$ cat config.mk
export PLATFORM = sky130hd
export DESIGN_NAME = cbz_div
export DESIGN_NICKNAME = d
export VERILOG_FILES = /design/src/hw/rtl/cbz_pkg.sv /design/src/hw/rtl/cbz_div.sv
export SDC_FILE = /design/constraint.sdc
export NUM_CORES = 1
export LEC_CHECK = 0
export BUFFER_PORTS_ARGS = -buffer_cell sky130_fd_sc_hd__buf_4
export CAP_MARGIN = 40
export CORE_ASPECT_RATIO = 1.1
export CORE_MARGIN = 2
export CORE_UTILIZATION = 53
export CTS_CLUSTER_SIZE = 20
export DETAILED_ROUTE_END_ITERATION = 12
export GPL_TIMING_DRIVEN = 0
export PLACE_DENSITY = 0.69
export SLEW_MARGIN = 20
export SYNTH_ARGS = -nofsm -noshare
export SYNTH_HDL_FRONTEND = slang
export SYNTH_SLANG_ARGS = --single-unit
$ cat constraint.sdc
create_clock -name clk_i -period 3.6 [get_ports clk_i]
set_input_delay 0 -clock clk_i [delete_from_list [all_inputs] [get_ports clk_i]]
set_output_delay 0 -clock clk_i [all_outputs]
set_load 0.005 [all_outputs]
$ cat src/hw/rtl/cbz_pkg.sv
// Package for the cubic Bezier sub-segment core: field widths, word structs.
// No dependencies.
package cbz_pkg;
  localparam int unsigned CoordW = 32;
  localparam int unsigned TFrac  = 16;
  localparam int unsigned TW     = TFrac + 1;
  localparam int unsigned PtN    = 8;
  localparam logic [TW-1:0] TOne = TW'(1) << TFrac;

  typedef logic signed [CoordW-1:0] coord_t;
  typedef logic [TW-1:0] tpar_t;

  typedef struct packed {
    coord_t ctrl0_x; coord_t ctrl0_y;
    coord_t ctrl1_x; coord_t ctrl1_y;
    coord_t ctrl2_x; coord_t ctrl2_y;
    coord_t ctrl3_x; coord_t ctrl3_y;
    tpar_t  t_start; tpar_t  t_end;
  } cbz_in_t;

  typedef struct packed {
    coord_t seg0_x; coord_t seg0_y;
    coord_t seg1_x; coord_t seg1_y;
    coord_t seg2_x; coord_t seg2_y;
    coord_t seg3_x; coord_t seg3_y;
  } cbz_out_t;

  // Lerp step: a + floor((b - a) * t / 2^TFrac); the result stays between a and b for t up to 1.0.
  function automatic coord_t lerp(coord_t a, coord_t b, tpar_t t);
    logic signed [CoordW:0] diff;
    logic signed [CoordW+TW+1:0] prod;
    diff = {a[CoordW-1], a} - {b[CoordW-1], b};
    diff = -diff;
    prod = diff * $signed({1'b0, t});
    return coord_t'($signed({a[CoordW-1], a}) + (prod >>> TFrac));
  endfunction
endpackage

$ cat src/hw/rtl/cbz_div.sv
// Pipelined restoring divider: ratio = ((t1-t0) << TFrac) / (1 - t0).
// Depends on cbz_pkg. One quotient bit per stage, TW stages, one item per cycle.
module cbz_div (
  input  logic           clk_i,
  input  logic           rst_ni,
  input  cbz_pkg::tpar_t num_i,
  input  cbz_pkg::tpar_t den_i,
  output cbz_pkg::tpar_t quo_o
);
  import cbz_pkg::*;
  localparam int unsigned NB = TW + TFrac;
  logic [NB-1:0] rem_q [TW+1];
  tpar_t         den_q [TW+1];
  tpar_t         quo_q [TW+1];
  logic          unused;
  assign unused = rst_ni;
  always_comb begin
    rem_q[0] = NB'(num_i) << TFrac;
    den_q[0] = den_i;
    quo_q[0] = '0;
  end
  // Quotient fits TW bits since num <= den; the dividend carries num scaled by 2^TFrac.
  for (genvar s = 0; s < TW; s++) begin : g_st
    logic [NB:0] trial;
    logic [NB-1:0] rem_d;
    always_comb begin
      trial = {1'b0, rem_q[s]} - ({(NB+1)'(den_q[s])} << (TW - 1 - s));
      rem_d = trial[NB] ? rem_q[s] : trial[NB-1:0];
    end
    always_ff @(posedge clk_i) begin
      rem_q[s+1] <= rem_d;
      den_q[s+1] <= den_q[s];
      quo_q[s+1] <= {quo_q[s][TW-2:0], ~trial[NB]};
    end
  end
  assign quo_o = quo_q[TW];
endmodule

==> impl_summary.log, run 1 <==
[metrics] Data arrival, critical path: 3.98 ns
[metrics] later-pin clock latency in the skew report: 0.66 ns
[metrics] result of the run: finished clean
[metrics] total I/O pin count: 53
[metrics] height of the die: 275 µm
[metrics] number of buffers added by the clock tree synthesis step: 82
[metrics] maximum fanout count along the critical path: 3
[metrics] async set-or-reset flop fraction in the synthesized netlist: 0%
[metrics] capturing element type of the critical path: flop
[metrics] actual transition at the worst max-transition pin: 0.760 ns
[metrics] yosys warns: 0
[metrics] Initial Util: 53.3%
[metrics] Reg2Reg Capture Point: rem_q[229]
[metrics] max_cap viols: 0
[metrics] Critical Path RT: 4.17 ns
[metrics] Worst Setup Start Kind: flop
[metrics] post-synthesis share of cell area spent on xor and xnor gates: 7.55%
[metrics] final period demand of the worst path: 3.41 ns
[metrics] count of TritonRoute iterations in the first routing pass: 5
[metrics] Detail Placement HPWL: 53900 µm
[metrics] number of enable flip-flop cells after synthesis: 0
[metrics] global-route usage over all layers: 20.5%
[metrics] Min-Delay Path Depth: 2
[metrics] clock transition at the registers of the reported paths: 0.06 ns
[metrics] Synth-to-Final Area Change: 14.5%
[metrics] synthesized cell area: 35300 µm²
[metrics] endpoint of the worst hold path: den_q[273]
[metrics] critical path start-end classification: reg -> reg
[metrics] Final Wtd Congestion: 0.919
[metrics] sequential share of the synthesized area: 46.3%
[metrics] Lkg Pwr: 18.3 nW
[metrics] CTS H-tree lvls: 3
[metrics] root buffer cell: clkbuf_16
[metrics] final setup violating endpoints: 0
[metrics] depth of the worst register-to-register path: 11
[metrics] count of endpoints failing hold in the final timing report: 0
[metrics] total number of nets in the final design: 4272
[metrics] Clock Skews: 0.0754 ns
[metrics] die width: 250 µm
[metrics] DR iter-0 viols: 925
[metrics] antenna diode count: 0
[metrics] wire per inst: 14.6 µm
[metrics] PwrDens: 925 nW/µm²
[metrics] via count of the first global-routing pass: 25885
[metrics] Filler Cells Inserted: 5561
[metrics] R2R setup slack: 0.19 ns
[metrics] Sum Neg Setup Slack: 0 ns
[metrics] count of port buffers added during placement: 51
[metrics] final-report max-slew violation count: 0
[metrics] main combinational cell family by area after synthesis: compound AO/OA/AOI/OAI gates
[metrics] WL final: 71000 µm
[metrics] CTS tree: done
[metrics] Via Count: 25685
[metrics] synthesized area per cell: 9.41 µm²
[metrics] remaining antenna violation count after routing: 0
[metrics] fraction of the mapped netlist area in simple logic gates: 13.3%
[metrics] count of standard-cell rows: 99
[metrics] fin crit share: 94.7%
[metrics] pin count of the biggest net entering global routing: 16
[metrics] Longest Clk Path Bufs: 3
[metrics] GRT Residual Overflow: 0
[metrics] Core Footprint: 66100 µm²
[metrics] final cell utilization of the core: 61.1%
[metrics] share of cell area taken by muxes after synthesis: 1.62%
[metrics] Worst Hold Class: in -> reg
[metrics] Max-Slew Margin vs Limit: 49.1%
[metrics] die outline area: 68700 µm²
[metrics] top_reg_cell synth: dfxtp_1
[metrics] post-synthesis adder-cell area fraction: 10.6%
[metrics] maximum achievable frequency: 293 MHz
[metrics] clock sink count: 817
[metrics] number of vias per cell: 5.28
[metrics] distinct cell type count after synthesis: 85
[metrics] global-route wire length before repair: 117000 µm
[metrics] number of remaining DRC errors: 0
[metrics] origin of the worst min-delay path: den_i[1]
[metrics] net count after synthesis: 4077
[metrics] compound-gate portion of the synthesized area: 15.8%
[metrics] number of antenna violations at the first check in global routing: 0
[metrics] instance count of the mapped netlist: 3752
[metrics] share of layout cells above drive strength 1: 8.18%
[metrics] synthesized flop and latch total: 817
[metrics] startpoint of the worst register-to-register path: den_q[120]
[metrics] largest vdd supply drop: 523 µV
[metrics] setup repair after global routing missed its margin: false
==> cell families (layout without fill, tap and decap cells) <==
family          Yosys count  count (layout)
simple gates            981             981
mux                      49              49
fa+ha+maj               289             289
buf+inv                 431             689
compound gates          881             881
xor+xnor                304             304
flops                   817             817
==> worst max-delay path, cell delays in order, from the launching register on <==
cell	delay, ns
dfxtp_1	0.32
inv_1	0.06
ha_1	0.26
nor2b_1	0.14
o31a_1	0.28
o311ai_1	0.54
a31oi_1	0.29
o41ai_1	0.51
nand3b_1	0.23
nand4_1	0.23
nor4_1	0.29
xor2_1	0.16
==> Yosys cell counts, drive strengths merged (39+ instances only) <==
library cell  number  area [µm²]
nand2b            57         359
o21ai            218        1090
clkbuf            52         196
a21oi            264        1320
xnor2            161        1410
or3               45         292
nor2             276        1040
ha               273        3420
dfxtp            817       16400
nor2b             49         307
o31ai             39         293
o21a              63         473
inv              347        1300
a21o             101         758
nor3              86         442
xor2             143        1250
mux2              46         541
nand2            282        1060
nand3             49         245
==> area by class of cell <==
cell class,instances,area [µm²],area share [%]
well taps,858,1070,2.66
clock buffers,119,2370,5.87
flip-flops and latches,817,16400,40.5
plain buffers,82,433,1.07
multi-input cells,2504,17300,42.9
repair buffers,113,988,2.45
inverters,347,1310,3.23
clock inverters,28,551,1.36
==> registers in the layout (all words and copies together), names as in the netlist <==
register,cells
den_q,272
quo_o,17
quo_q,136
rem_q,392
==> power breakdown <==
part | leakage, nW | total, mW | internal, mW | switching, mW
Sequential | 6.86 | 13.6 | 11.9 | 1.74
Clock | 1.41 | 8.93 | 5.35 | 3.58
Combinational | 10.0 | 14.8 | 6.85 | 7.94
==> stage by stage <==
| stage | instances | setup slack [ns] | instance area [µm²] | hold WS [ns] | total power, mW |
|---|---|---|---|---|---|
| detailed placement | 4662 | -0.293 | 36800 | 0.119 | 28.2 |
| CTS | 4866 | 0.00243 | 40300 | 0.00884 | 37.4 |
| global route | 4868 | 0.00550 | 40400 | 0.0690 | 40.1 |
| floorplan | 3752 | 0.727 | 35300 | 0.0277 | 25.0 |
| finish | 4868 | 0.192 | 40400 | 0.0581 | 37.4 |
| global placement | 4661 | -0.295 | 36700 | 0.119 | 28.0 |
==> layout by cell type, fill, tap and decap left out, types with 12 or more instances in the layout <==
master         count
a211oi_1          29
a21o_1           101
a21oi_1          263
a31oi_1           16
and2_1            12
and3_1            20
buf_4             74
clkbuf_1          54
clkbuf_16         82
clkbuf_2          13
clkbuf_8          18
dfxtp_1          817
dlygate4sd3_1     56
fa_1              16
ha_1             273
inv_1            346
mux2_2            40
nand2_1          282
nand2b_1          56
nand3_1           49
nand4_1           13
nor2_1           275
nor2b_1           48
nor3_1            85
nor4_1            30
o211ai_1          14
o21a_1            63
o21ai_0          211
o21bai_1          23
o31a_1            12
o31ai_1           37
or2_2             18
or3_1             42
xnor2_1          161
xor2_1           143
==> timing repair <==
item | in CTS | in global routing
hold buffers | 56 | 0
hold endpoints to repair | 34 | 0
resized for setup | 13 | 42
setup buffers | 2 | 3
cloned | 0 | 0
setup endpoints to repair | 67 | 139
pin swaps | 0 | 3
==> per-layer routing <==
| layer | vias to the layer above | global-route usage [%] | share of wire [%] |
|---|---|---|---|
| li1 | 13246 | - | - |
| met1 | 11840 | 20.4 | 39 |
| met2 | 400 | 41.2 | 53 |
| met3 | 199 | 3.11 | 2.9 |
| met4 | 0 | 10.2 | 4.4 |
| met5 | - | 0 | 0 |
==> worst max path at each step <==
stage	startpoint	to	depth (start not counted)
6_report	den_q[120]	rem_q[229]	11
5_1_grt	den_q[86]	rem_q[144]	11
4_1_cts	den_q[222]	rem_q[421]	11
3_5_place_dp	den_q[68]	rem_q[118]	13
3_3_place_gp	den_q[68]	rem_q[118]	13
2_1_floorplan	den_q[119]	rem_q[230]	11
(Power assumes the default switching activity.)
==> run 2: changes to the inputs <==
--- a/config.mk
+++ b/config.mk
@@ -7,13 +7,15 @@
 export LEC_CHECK = 0
 export BUFFER_PORTS_ARGS = -buffer_cell sky130_fd_sc_hd__buf_4
 export CAP_MARGIN = 40
+export CELL_PAD_IN_SITES_DETAIL_PLACEMENT = 2
+export CELL_PAD_IN_SITES_GLOBAL_PLACEMENT = 2
 export CORE_ASPECT_RATIO = 1.1
 export CORE_MARGIN = 2
-export CORE_UTILIZATION = 53
+export CORE_UTILIZATION = 41
 export CTS_CLUSTER_SIZE = 20
 export DETAILED_ROUTE_END_ITERATION = 12
 export GPL_TIMING_DRIVEN = 0
-export PLACE_DENSITY = 0.69
+export PLACE_DENSITY_LB_ADDON = 0.1
 export SLEW_MARGIN = 20
 export SYNTH_ARGS = -nofsm -noshare
 export SYNTH_HDL_FRONTEND = slang
==> impl_summary.log, run 2 (synthesized netlist as in run 1, its figures left out) <==
[metrics] result of the run: finished clean
[metrics] actual transition at the worst max-transition pin: 0.777 ns
[metrics] WL final: 104000 µm
[metrics] total cell area at the placement stage: 37100 µm²
[metrics] cell type of the slowest stage on the worst timing path: dlygate4sd3_1
[metrics] clock sink count: 817
[metrics] Via Count: 27280
[metrics] Filler Cells Inserted: 8935
[metrics] final cell utilization of the core: 48.1%
[metrics] maximum fanout count along the critical path: 10
[metrics] Worst Hold Class: in -> reg
[metrics] Core Footprint: 85100 µm²
[metrics] Longest Clk Path Bufs: 3
[metrics] critical path start-end classification: in -> reg
[metrics] number of remaining DRC errors: 0
[metrics] DR iter-0 viols: 823
[metrics] count of endpoints failing hold in the final timing report: 0
[metrics] via count of the first global-routing pass: 30961
[metrics] final-report max-slew violation count: 0
[metrics] capturing element type of the critical path: flop
[metrics] Clock Skews: 0.0270 ns
[metrics] pin count of the biggest net entering global routing: 16
[metrics] CTS tree: done
[metrics] CTS H-tree lvls: 3
[metrics] PwrDens: 961 nW/µm²
[metrics] die width: 284 µm
[metrics] maximum achievable frequency: 291 MHz
[metrics] GRT Residual Overflow: 0
[metrics] number of standard cells in the layout, taps in and fillers out: 5163
[metrics] Critical Path RT: 4.12 ns
[metrics] sequence of cells on the critical path: dlygate4sd3_1 -> buf_4 -> inv_1 -> ha_1 -> nor2b_1 -> o31a_1 -> o21ai_1 -> o21ai_1 -> a221o_1 -> o41ai_4 -> o21ai_1 -> buf_4 -> clkbuf_2 -> nor2_1 -> a21oi_1 -> dlygate4sd3_1
[metrics] Detail Placement HPWL: 77300 µm
[metrics] Final Wtd Congestion: 0.872
[metrics] final setup violating endpoints: 0
[metrics] flip-flop count of the largest register after layout: 392
[metrics] die outline area: 88400 µm²
[metrics] clock transition at the registers of the reported paths: 0.07 ns
[metrics] number of vias per cell: 5.28
[metrics] Largest regs: rem_q x392, den_q x272, quo_q x136
[metrics] count of TritonRoute iterations in the first routing pass: 4
[metrics] Sum Neg Setup Slack: 0 ns
[metrics] number of antenna violations at the first check in global routing: 1
[metrics] Initial Util: 41.5%
[metrics] endpoint of the worst hold path: den_q[274]
[metrics] count of port buffers added during placement: 51
[metrics] final total power: 39.3 mW
[metrics] startpoint of the worst register-to-register path: den_q[138]
[metrics] share of layout cells above drive strength 1: 9.12%
[metrics] library cell appearing most often on the critical path: o21ai_1
[metrics] Sequential cell area: 16400 µm²
[metrics] global-route usage over all layers: 23.1%
[metrics] register containing the most flip-flops in the final layout: rem_q
[metrics] count of standard-cell rows: 112
[metrics] root buffer cell: clkbuf_16
[metrics] origin of the worst min-delay path: den_i[2]
[metrics] Lkg Pwr: 18.4 nW
[metrics] Cell Count Post-Placement: 4944
[metrics] depth of the worst register-to-register path: 14
[metrics] fin crit share: 95.3%
[metrics] remaining antenna violation count after routing: 0
[metrics] later-pin clock latency in the skew report: 0.65 ns
[metrics] Max-Slew Margin vs Limit: 46.9%
[metrics] total number of nets in the final design: 4282
[metrics] Reg2Reg Capture Point: rem_q[258]
[metrics] Data arrival, critical path: 3.95 ns
[metrics] area of all placed cells without fillers: 40900 µm²
[metrics] Min-Delay Path Depth: 2
[metrics] max_cap viols: 0
[metrics] critical path's largest stage delay: 0.58 ns
[metrics] final period demand of the worst path: 3.43 ns
[metrics] R2R setup slack: 0.17 ns
[metrics] antenna diode count: 0
[metrics] multi-input logic area: 17400 µm²
[metrics] wire per inst: 20.1 µm
[metrics] global-route wire length before repair: 166000 µm
[metrics] most common cell after layout, fill and taps aside: dfxtp_1
[metrics] top library cells by usage in the layout, fill and taps aside: 817 x dfxtp_1, 346 x inv_1, 282 x nand2_1, 275 x nor2_1, 273 x ha_1
[metrics] Worst Setup Start Kind: input port
[metrics] total I/O pin count: 53
[metrics] height of the die: 312 µm
[metrics] Synth-to-Final Area Change: 15.9%
[metrics] number of buffers added by the clock tree synthesis step: 86
[metrics] largest vdd supply drop: 446 µV
run 2: area by class of cell:
type	instances	area share (%)
multi-input cells	2504	42.5
flip-flops and latches	817	40.0
inverters	347	3.19
plain buffers	81	1.10
repair buffers	120	2.55
clock buffers	112	5.92
well taps	1140	3.49
clock inverters	42	1.24
run 2: where the power goes:
part | leakage (nW) | switching, mW | internal, mW
Clock | 1.44 | 3.73 | 5.41
Combinational | 10.1 | 9.17 | 6.99
Sequential | 6.86 | 2.10 | 11.9
Total | 18.4 | 15.0 | 24.3
run 2: worst max path at each step:
stage                           from    endpoint  slack, ns  cells past startpoint
final                       den_i[1]  rem_q[546]       0.17                     16
after detailed placement  den_q[222]  rem_q[421]      -0.52                     11
after CTS                  den_q[86]  rem_q[150]      0.007                     12
after floorplan           den_q[119]  rem_q[230]       0.73                     11
after global routing       den_q[50]   rem_q[47]      -0.03                     13
after global placement    den_q[138]  rem_q[248]      -0.32                     14
run 2: critical path, delay by kind of cell:
family          cells  cell delay (ns)
fa+ha+maj           1             0.26
buf+inv             6             1.75
simple gates        2             0.34
compound gates      7             1.60
run 2: layer usage:
| metal | track usage [%] | part of all wire [%] | vias to the layer above |
|---|---|---|---|
| met1 | 25.9 | 41 | 13558 |
| met5 | 0 | 0 | - |
| met2 | 45.0 | 54 | 317 |
| met3 | 2.45 | 2.3 | 172 |
| met4 | 7.42 | 2.5 | 0 |
| li1 | - | - | 13233 |
run 2: through the flow:
stage          setup WS [ns]  hold slack (ns)
3_3_place_gp          -0.325            0.118
4_1_cts              0.00689         0.000175
6_report               0.168           0.0434
2_1_floorplan          0.727           0.0277
5_1_grt              -0.0304           0.0190
3_5_place_dp          -0.519            0.117
run 2: repair_timing:
item | 4_1_cts | 5_1_grt
setup buffers | 2 | 10
resized for setup | 28 | 59
endpoints found under the setup margin | 117 | 168
hold buffers | 56 | 0
hold endpoints to repair | 34 | 0
pin swaps | 0 | 6
==> run 3: changes to the inputs <==
--- a/config.mk
+++ b/config.mk
@@ -15,7 +15,7 @@
 export CTS_CLUSTER_SIZE = 20
 export DETAILED_ROUTE_END_ITERATION = 12
 export GPL_TIMING_DRIVEN = 0
-export PLACE_DENSITY_LB_ADDON = 0.1
+export PLACE_DENSITY = 0.81
 export SLEW_MARGIN = 20
 export SYNTH_ARGS = -nofsm -noshare
 export SYNTH_HDL_FRONTEND = slang
==> impl_summary.log, run 3 (synthesized netlist as in run 1, its figures left out) <==
[metrics] die width: 284 µm
[metrics] global-route usage over all layers: 27.7%
[metrics] final period demand of the worst path: 3.60 ns
[metrics] routed length on met2: 70000 µm
[metrics] later-pin clock latency in the skew report: 0.71 ns
[metrics] Worst Hold Class: in -> reg
[metrics] number of buffers added by the clock tree synthesis step: 86
[metrics] count of port buffers added during placement: 51
[metrics] Longest Clk Path Bufs: 3
[metrics] clock transition at the registers of the reported paths: 0.08 ns
[metrics] Synth-to-Final Area Change: 16.5%
[metrics] count of TritonRoute iterations in the first routing pass: 5
[metrics] Detail Placement HPWL: 78700 µm
[metrics] most common cell after layout, fill and taps aside: dfxtp_1
[metrics] CTS H-tree lvls: 3
[metrics] wire per inst: 24.4 µm
[metrics] final-report max-slew violation count: 0
[metrics] final cell utilization of the core: 48.3%
[metrics] Final Wtd Congestion: 0.820
[metrics] root buffer cell: clkbuf_16
[metrics] Initial Util: 41.5%
[metrics] via count of the first global-routing pass: 33183
[metrics] DR iter-0 viols: 1077
[metrics] Core Footprint: 85100 µm²
[metrics] capturing element type of the critical path: flop
[metrics] Sum Neg Setup Slack: -0.0000524 ns
[metrics] remaining antenna violation count after routing: 0
[metrics] uppermost layer routed: met5
[metrics] Critical Path RT: 4.21 ns
[metrics] Clock Skews: 0.0821 ns
[metrics] GRT Residual Overflow: 0
[metrics] sequence of cells on the critical path: inv_1 -> ha_2 -> nor2b_2 -> o31a_1 -> o311ai_4 -> a21oi_2 -> or2_2 -> a41oi_4 -> and3_4 -> buf_6 -> clkinvlp_4 -> buf_4 -> o2111ai_1 -> xnor2_1
[metrics] setup repair after global routing missed its margin: true
[metrics] met3 routed wirelength: 4090 µm
[metrics] final setup violating endpoints: 1
[metrics] max_cap viols: 0
[metrics] flip-flop count of the largest register after layout: 392
[metrics] Largest regs: rem_q x392, den_q x272, quo_q x136
[metrics] CTS tree: done
[metrics] number of antenna violations at the first check in global routing: 3
[metrics] global-route wire length before repair: 194000 µm
[metrics] die outline area: 88400 µm²
[metrics] WL final: 126000 µm
[metrics] critical path's largest stage delay: 0.39 ns
[metrics] Via Count: 28598
[metrics] top library cells by usage in the layout, fill and taps aside: 816 x dfxtp_1, 345 x inv_1, 282 x nand2_1, 274 x nor2_1, 272 x ha_1
[metrics] total I/O pin count: 53
[metrics] maximum fanout count along the critical path: 7
[metrics] total number of nets in the final design: 4283
[metrics] critical path start-end classification: reg -> reg
[metrics] count of endpoints failing hold in the final timing report: 0
[metrics] actual transition at the worst max-transition pin: 0.781 ns
[metrics] number of vias per cell: 5.54
[metrics] Worst Setup Start Kind: flop
[metrics] share of layout cells above drive strength 1: 9.59%
[metrics] height of the die: 312 µm
[metrics] cell type of the slowest stage on the worst timing path: o311ai_4
[metrics] register containing the most flip-flops in the final layout: rem_q
[metrics] count of standard-cell rows: 112
[metrics] maximum achievable frequency: 278 MHz
[metrics] Max-Slew Margin vs Limit: 47.5%
[metrics] wire length on met1: 44200 µm
[metrics] PwrDens: 997 nW/µm²
[metrics] pin count of the biggest net entering global routing: 15
[metrics] family of cells with the greatest summed delay on the critical path: compound AO/OA/AOI/OAI gates
[metrics] number of remaining DRC errors: 0
[metrics] Data arrival, critical path: 4.21 ns
[metrics] result of the run: finished with violations
[metrics] failing checks: setup timing
[metrics] largest vdd supply drop: 488 µV
[metrics] sum of buffers and inverters on the critical path: 4
[metrics] clock sink count: 817
[metrics] Lkg Pwr: 18.5 nW
[metrics] fin crit share: 100%
[metrics] final total power: 41.0 mW
[metrics] post-route worst setup slack: -0.0000524 ns
[run 3: changes by cell type in the layout (fill, tap and decap cells not counted), moves of 7 or more]
cell      before  now
clkbuf_2      22   15
clkbuf_1      33   41
clkinv_2      17   10
clkbuf_8      15   22
buf_4         82   89
clkbuf_4       2   10
[run 3: what timing repair did]
| item | in CTS | in global routing |
|---|---|---|
| setup endpoints to repair | 228 | 180 |
| endpoints found under the hold margin | 34 | 0 |
| buffers inserted | 2 | 13 |
| gates resized for setup | 60 | 56 |
| hold buffers | 54 | 0 |
| pin swaps | 2 | 9 |
[run 3: area by class of cell]
| type | count | area (µm²) |
|---|---|---|
| tap | 1140 | 1430 |
| fill | 8905 | 43900 |
| multi-input combinational | 2504 | 17500 |
| inverter | 347 | 1310 |
| sequential | 817 | 16400 |
| buffer | 79 | 468 |
| antenna | 2 | 5.00 |
| clock inverter | 28 | 482 |
| clock buffer | 125 | 2520 |
| timing repair buffer | 123 | 1060 |
[run 3: final timing paths]
check / from / to / slack [ns] / cells after the start
max: den_q[138] / rem_q[262] / -0.00005 / 14
min: num_i[5] / rem_q[549] / 0.13 / 3
max reg2reg: den_q[138] / rem_q[262] / -0.00005 / 14
min reg2reg: quo_q[91] / quo_q[75] / 0.32 / 0
[run 3: report_power, final]
group,switching [mW],internal (mW)
Combinational,10.3,7.13
Sequential,2.16,11.9
Clock,4.07,5.48
Total,16.5,24.5
[run 3: worst reg2reg max path: stages (launching register included)]
cell	delay, ns
dfxtp_2	0.37
inv_1	0.07
ha_2	0.31
nor2b_2	0.20
o31a_1	0.36
o311ai_4	0.39
a21oi_2	0.14
or2_2	0.34
a41oi_4	0.31
and3_4	0.23
buf_6	0.17
clkinvlp_4	0.13
buf_4	0.21
o2111ai_1	0.14
xnor2_1	0.14
[run 3: per-layer routing]
metal	GRT usage (%)	vias to the layer above
met4	15.9	2
met1	26.7	14281
met3	3.59	398
li1	-	13266
met2	55.5	651
met5	0	-
[run 3: through the flow]
stage               cell area (µm²)  hold WS [ns]  setup WS [ns]  std cells
detailed placement            37100         0.119         -0.605       4946
global placement              37100         0.115         -0.569       4943
global route                  41100         0.116        -0.0859       5163
CTS                           40900         0.101        0.00544       5153
finish                        41100         0.128     -0.0000524       5165
floorplan                     35300        0.0277          0.727       3752
